===== config.mk =====
export PLATFORM = sky130hd
export DESIGN_NAME = vts_ctrl
export DESIGN_NICKNAME = d
export VERILOG_FILES = /design/src/vts_pkg.sv /design/src/vts_ctrl.sv
export SDC_FILE = /design/constraint.sdc
export NUM_CORES = 1
export LEC_CHECK = 0
export BUFFER_PORTS_ARGS = -buffer_cell sky130_fd_sc_hd__buf_4
export CORE_MARGIN = 1
export CORE_UTILIZATION = 53
export DETAILED_ROUTE_END_ITERATION = 8
export GPL_TIMING_DRIVEN = 0
export HOLD_SLACK_MARGIN = 0.06
export PLACE_DENSITY_LB_ADDON = 0.25
export SETUP_SLACK_MARGIN = 0.1
export SLEW_MARGIN = 10
export SYNTH_ARGS = -nofsm -noshare
export SYNTH_HDL_FRONTEND = slang
export SYNTH_SLANG_ARGS = --single-unit

===== constraint.sdc =====
create_clock -name clock -period 4.6 [get_ports clock]
set_input_delay 0.92 -clock clock [delete_from_list [all_inputs] [get_ports clock]]
set_output_delay 0.92 -clock clock [all_outputs]
set_load 0.05 [all_outputs]

===== src/vts_pkg.sv =====
package vts_pkg;

   localparam logic [2:0] CSR_WIDTH_IN_USE  = 3'd0;
   localparam logic [2:0] CSR_HEIGHT_IN_USE = 3'd1;
   localparam logic [2:0] CSR_DEPTH_IN_USE  = 3'd2;
   localparam logic [2:0] CSR_INV_SCALE_X   = 3'd3;
   localparam logic [2:0] CSR_INV_SCALE_Y   = 3'd4;
   localparam logic [2:0] CSR_INV_SCALE_Z   = 3'd5;

   localparam logic [2:0] BLEND_LAST = 3'd6;

   typedef struct packed {
      logic       wr_en;
      logic       start;
      logic       scale;
      logic       axis;
      logic       fetch_en;
      logic [2:0] fetch_idx;
      logic       cap_en;
      logic [2:0] cap_idx;
      logic       blend_en;
      logic [2:0] blend_step;
   } vts_cmd_type;

   typedef struct packed {
      logic out_blocked;
   } vts_sts_type;

   // Linear blend a*(1-f) + b*f with f in Q0.16, result scaled by 2^16.
   function automatic logic [47:0] vts_lerp(input logic [31:0] a, input logic [31:0] b,
                                            input logic [15:0] f);
      logic signed [32:0] d;
      logic signed [49:0] p;
      logic signed [49:0] s;
      d = $signed({1'b0, b}) - $signed({1'b0, a});
      p = d * $signed({1'b0, f});
      s = $signed({2'b00, a, 16'h0000}) + p;
      return s[47:0];
   endfunction

endpackage


===== src/vts_ctrl.sv =====
module vts_ctrl (
   input  logic                 clock,
   input  logic                 reset,
   input  logic                 req_valid,
   input  logic                 req_action,
   output logic                 req_stall,
   output vts_pkg::vts_cmd_type cmd,
   input  vts_pkg::vts_sts_type sts
);
   import vts_pkg::*;

   typedef enum logic [4:0] {
      ST_IDLE  = 5'b00001,
      ST_SCALE = 5'b00010,
      ST_AXIS  = 5'b00100,
      ST_FETCH = 5'b01000,
      ST_BLEND = 5'b10000
   } state_type;

   state_type  state_ff, state_in;
   logic [3:0] cnt_ff, cnt_in;

   always_comb begin
      state_in       = state_ff;
      cnt_in         = cnt_ff;
      cmd            = '0;
      req_stall      = 1'b1;
      unique case (state_ff)
         ST_IDLE: begin
            req_stall = 1'b0;
            cmd.wr_en = req_valid & ~req_action;
            cmd.start = req_valid & req_action;
            if (req_valid && req_action) begin
               state_in = ST_SCALE;
            end
         end
         ST_SCALE: begin
            cmd.scale = 1'b1;
            state_in  = ST_AXIS;
         end
         ST_AXIS: begin
            cmd.axis = 1'b1;
            cnt_in   = 4'd0;
            state_in = ST_FETCH;
         end
         ST_FETCH: begin
            cmd.fetch_en  = ~cnt_ff[3];
            cmd.fetch_idx = cnt_ff[2:0];
            cmd.cap_en    = (cnt_ff != 4'd0);
            cmd.cap_idx   = 3'(cnt_ff - 4'd1);
            if (cnt_ff[3]) begin
               cnt_in   = 4'd0;
               state_in = ST_BLEND;
            end else begin
               cnt_in = cnt_ff + 4'd1;
            end
         end
         ST_BLEND: begin
            cmd.blend_step = cnt_ff[2:0];
            cmd.blend_en   = (cnt_ff[2:0] != BLEND_LAST) | ~sts.out_blocked;
            if (cmd.blend_en) begin
               cnt_in = cnt_ff + 4'd1;
               if (cnt_ff[2:0] == BLEND_LAST) begin
                  state_in = ST_IDLE;
               end
            end
         end
         default: begin
            state_in = ST_IDLE;
         end
      endcase
   end

   always_ff @(posedge clock) begin
      if (reset) begin
         state_ff <= ST_IDLE;
         cnt_ff   <= 4'd0;
      end else begin
         state_ff <= state_in;
         cnt_ff   <= cnt_in;
      end
   end

   a_fetch_count: assert property (@(posedge clock) disable iff (reset)
      state_ff == ST_FETCH |-> cnt_ff <= 4'd8)
      else $error("fetch counter out of range");
   a_no_overwrite: assert property (@(posedge clock) disable iff (reset)
      cmd.blend_en && cmd.blend_step == BLEND_LAST |-> !sts.out_blocked)
      else $error("result loaded while output is blocked");
   a_sample_start: assert property (@(posedge clock) disable iff (reset)
      cmd.start |=> state_ff == ST_SCALE)
      else $error("sample request did not start");
   a_scale_axis: assert property (@(posedge clock) disable iff (reset)
      state_ff == ST_SCALE |=> state_ff == ST_AXIS)
      else $error("scale stage not followed by axis stage");

endmodule


==> qor.yml <==
synth:
  synthDominantAreaCellType: "dfxtp_1"
  yosys_warnings: 0
  synth_top_cells_by_area: "dfxtp_1 25%, ha_1 7.0%, nor2_1 6.9%, inv_1 4.8%, and2_1 4.4%"
  synth_flop_cell: "dfxtp_1"
  synth-edff-count: 0
  synth_seq_area_share_pct: 25.4
  ys_types: 39
  register_bit_count_reported_by_yosys: 9
  synthesis.nets: 93
  postSynthAreaPerCell_um2: 8.46
  synth.top_cell.area_share_pct: 25.4
  syn_inst: 84
  postSynth.asyncResetShare_pct: 0
  netlist_area_um2: 711
clock_network:
  cts.repair_timing.setup_buffer_count: 0
  tritoncts.num_buffers: 3
  max-clock-path-buffers: 2
  postCtsResizedCells: 0
  cts_htree_levels: 1
  clkSlewWorstSetupHoldPaths_ps: 70
  holdBufCountCts: 0
  clk-insertion-delay-late_ps: 260
  cts_root_buf: "clkbuf_4"
  cts_tree: "yes"
  cts.sink_count: 9
global_routing:
  grt_pass1_wl_um: 2700
  grt_start_max_net_pins: 11
  grt.total_usage_pct: 26.6
  grt_antenna_before_repair: 0
  grt_overflow: 0
  grt_pass1_vias: 606
worst_setup_path:
  worst_path_dominant_cell_family: "simple AND/OR/NAND/NOR gates"
  critPathCaptureType: "primary output"
  arrival_ps: 1830
  worstPathRequired_ps: 3680
  end_of_the_worst_register_to_register_path: "cnt_ff[1]$_SDFFE_PP0P_"
  crit_path_cell_trace: "or4b_4 > nor2_2 > inv_2 > nor3b_2 > buf_4"
  cp_slowest_stage_delay_ps: 510
  setup.worst_path.start_class: "flop"
  critical_path.max_fanout: 5
  reg2reg_depth: 6
  regToRegStartpoint: "cnt_ff[0]$_SDFFE_PP0P_"
  critPathLaunch: "state_ff[0]$_SDFFE_PP1P_"
  timing.reg2reg.setup_slack_ps: 2730
  critical_path_buf_inv_count: 2
  worst_path_slowest_cell: "or4b_4"
  timing.setup.critical_path_class: "flop to primary output"
worst_hold_path:
  min_from: "cnt_ff[3]$_SDFFE_PP0P_"
  min_delay_worst_endpoint: "cnt_ff[3]$_SDFFE_PP0P_"
  worst_hold_path.num_cells: 2
  worstHoldPathType: "flop to flop"
floorplan:
  boundaryPins: 22
  die-height_um: 38.6
  die_area_mm2: 0.00149
  num_rows: 12
  initial_utilization_pct: 60.7
  core_area_mm2: 0.00117
  die_width_um: 38.6
sta:
  final_setup_violations: 0
  timing.slew.headroom_pct: 67.6
  post-route-period-util_pct: 59.9
  tns_ps: 0
  actual_transition_at_the_worst_max_transition_pin_ps: 482
  maxClockFrequency_ghz: 0.363
  rsz0062_at_grt: "no"
  clock-skew-final_ps: 10.5
  timing.hold.ws_ps: 590
  finalWorstPathRequiredPeriod_ps: 2750
  timing_max_transition_violations_final: 0
  hold_violation_total_from_the_final_report: 0
placed_design:
  portBuffers: 20
  gp_congestion: 0.786
  half_perimeter_wire_length_after_detailed_placement_um: 1230
pwr:
  pwr_density_cell_mw_per_mm2: 196
  peakVddDrop_uv: 253
  p_leak_nw: 0.400
route:
  detailroute.via_count: 680
  dr.first_iter.drc_count: 22
  drt_first_pass_iters: 4
  routed_wire_length_per_instance_um: 13.5
  detailed_route_wl_um: 1640
  drt.antenna.violating_nets: 0
  vias_per_cell: 5.57
  remaining_drc_errors: 0
cells_and_area:
  flow.area_growth_from_synthesis_pct: 27.3
  antenna_cells: 0
  final_layout_size_suffix_gt1_share_pct: 35.2
  fin_nets: 118
  mostFrequentLayoutCells: "21 x buf_4, 13 x nor2_1, 9 x inv_1, 9 x dfxtp_1, 5 x and2_1"
  layout.cells.most_common: "buf_4"
status:
  outcome: "completed"
flow_run:
  max_capacitance_violation_total: 0
## sequential cells by signal (all words and copies together), names as in the netlist
name / cells
cnt_ff: 4
state_ff: 5
## area by class of cell
cell class	count	area, um2
Buffer	4	33.8
Multi-Input combinational cell	61	459
Fill cell	90	267
Clock buffer	4	26.3
Tap cell	14	17.5
Inverter	10	37.5
Sequential cell	9	180
Timing Repair Buffer	20	150
## through the flow
stage | setup slack, ps | std cells | power [W] | instance area [um2] | utilization (%)
2_1_floorplan | 1450 | 84 | 0.000107 | 711 | -
3_3_place_gp | 2150 | 118 | 0.000115 | 878 | 75.0
3_5_place_dp | 2140 | 118 | 0.000116 | 878 | 75.0
4_1_cts | 1840 | 122 | 0.000178 | 905 | 77.2
5_1_grt | 1760 | 122 | 0.000185 | 905 | 77.2
6_report | 1850 | 122 | 0.000178 | 905 | 77.2
## kinds of logic after synthesis
family	count (synthesis)	synth area share, %
AOI/OAI and AO/OA	20	22.4
buffers and inverters	14	10.0
xor gates and xnor gates	2	2.47
adders and majority gates	4	7.04
DFF	9	25.4
and+or+nand+nor	35	32.7
## worst min-delay path, delay by kind of cell, from the launching register on
family         cells  cell delay [ps]
flip-flops         1              310
AO/OA/AOI/OAI      2              230
## per-layer routing
layer | GRT usage, % | share of wire, % | vias up | wire (um)
li1 | - | - | 347 | -
met1 | 32.3 | 45 | 311 | 739
met2 | 45.0 | 48 | 20 | 781
met3 | 8.67 | 6.6 | 2 | 108
met4 | 6.03 | 0.79 | 0 | 13
met5 | 0 | 0 | - | 0
## cells in the mapped netlist, types with 2 or more instances
| cell type | count |
|---|---|
| a21oi_1 | 3 |
| nor2_2 | 2 |
| o2111ai_1 | 3 |
| dfxtp_1 | 9 |
| ha_1 | 4 |
| nor2_1 | 13 |
| inv_1 | 9 |
| o21a_1 | 3 |
| xnor2_1 | 2 |
| and2_1 | 5 |
| nand2_1 | 2 |
| buf_6 | 2 |
## where the power goes
group / internal (W) / switching (W) / total, W
clock: 0.0000334 / 0.0000292 / 0.0000626
sequential: 0.0000793 / 0.00000289 / 0.0000822
combinational: 0.0000113 / 0.0000214 / 0.0000327
total: 0.000124 / 0.0000535 / 0.000178
## how the worst max path moves through the flow
stage | endpoint | slack (ps) | depth (start not counted)
3_3_place_gp | cmd[3] | 2150 | 4
6_report | cmd[15] | 1850 | 5
5_1_grt | cmd[15] | 1760 | 5
4_1_cts | cmd[15] | 1840 | 5
3_5_place_dp | cmd[15] | 2140 | 5
2_1_floorplan | cmd[13] | 1450 | 2
Power figures use the tool's default switching activity.
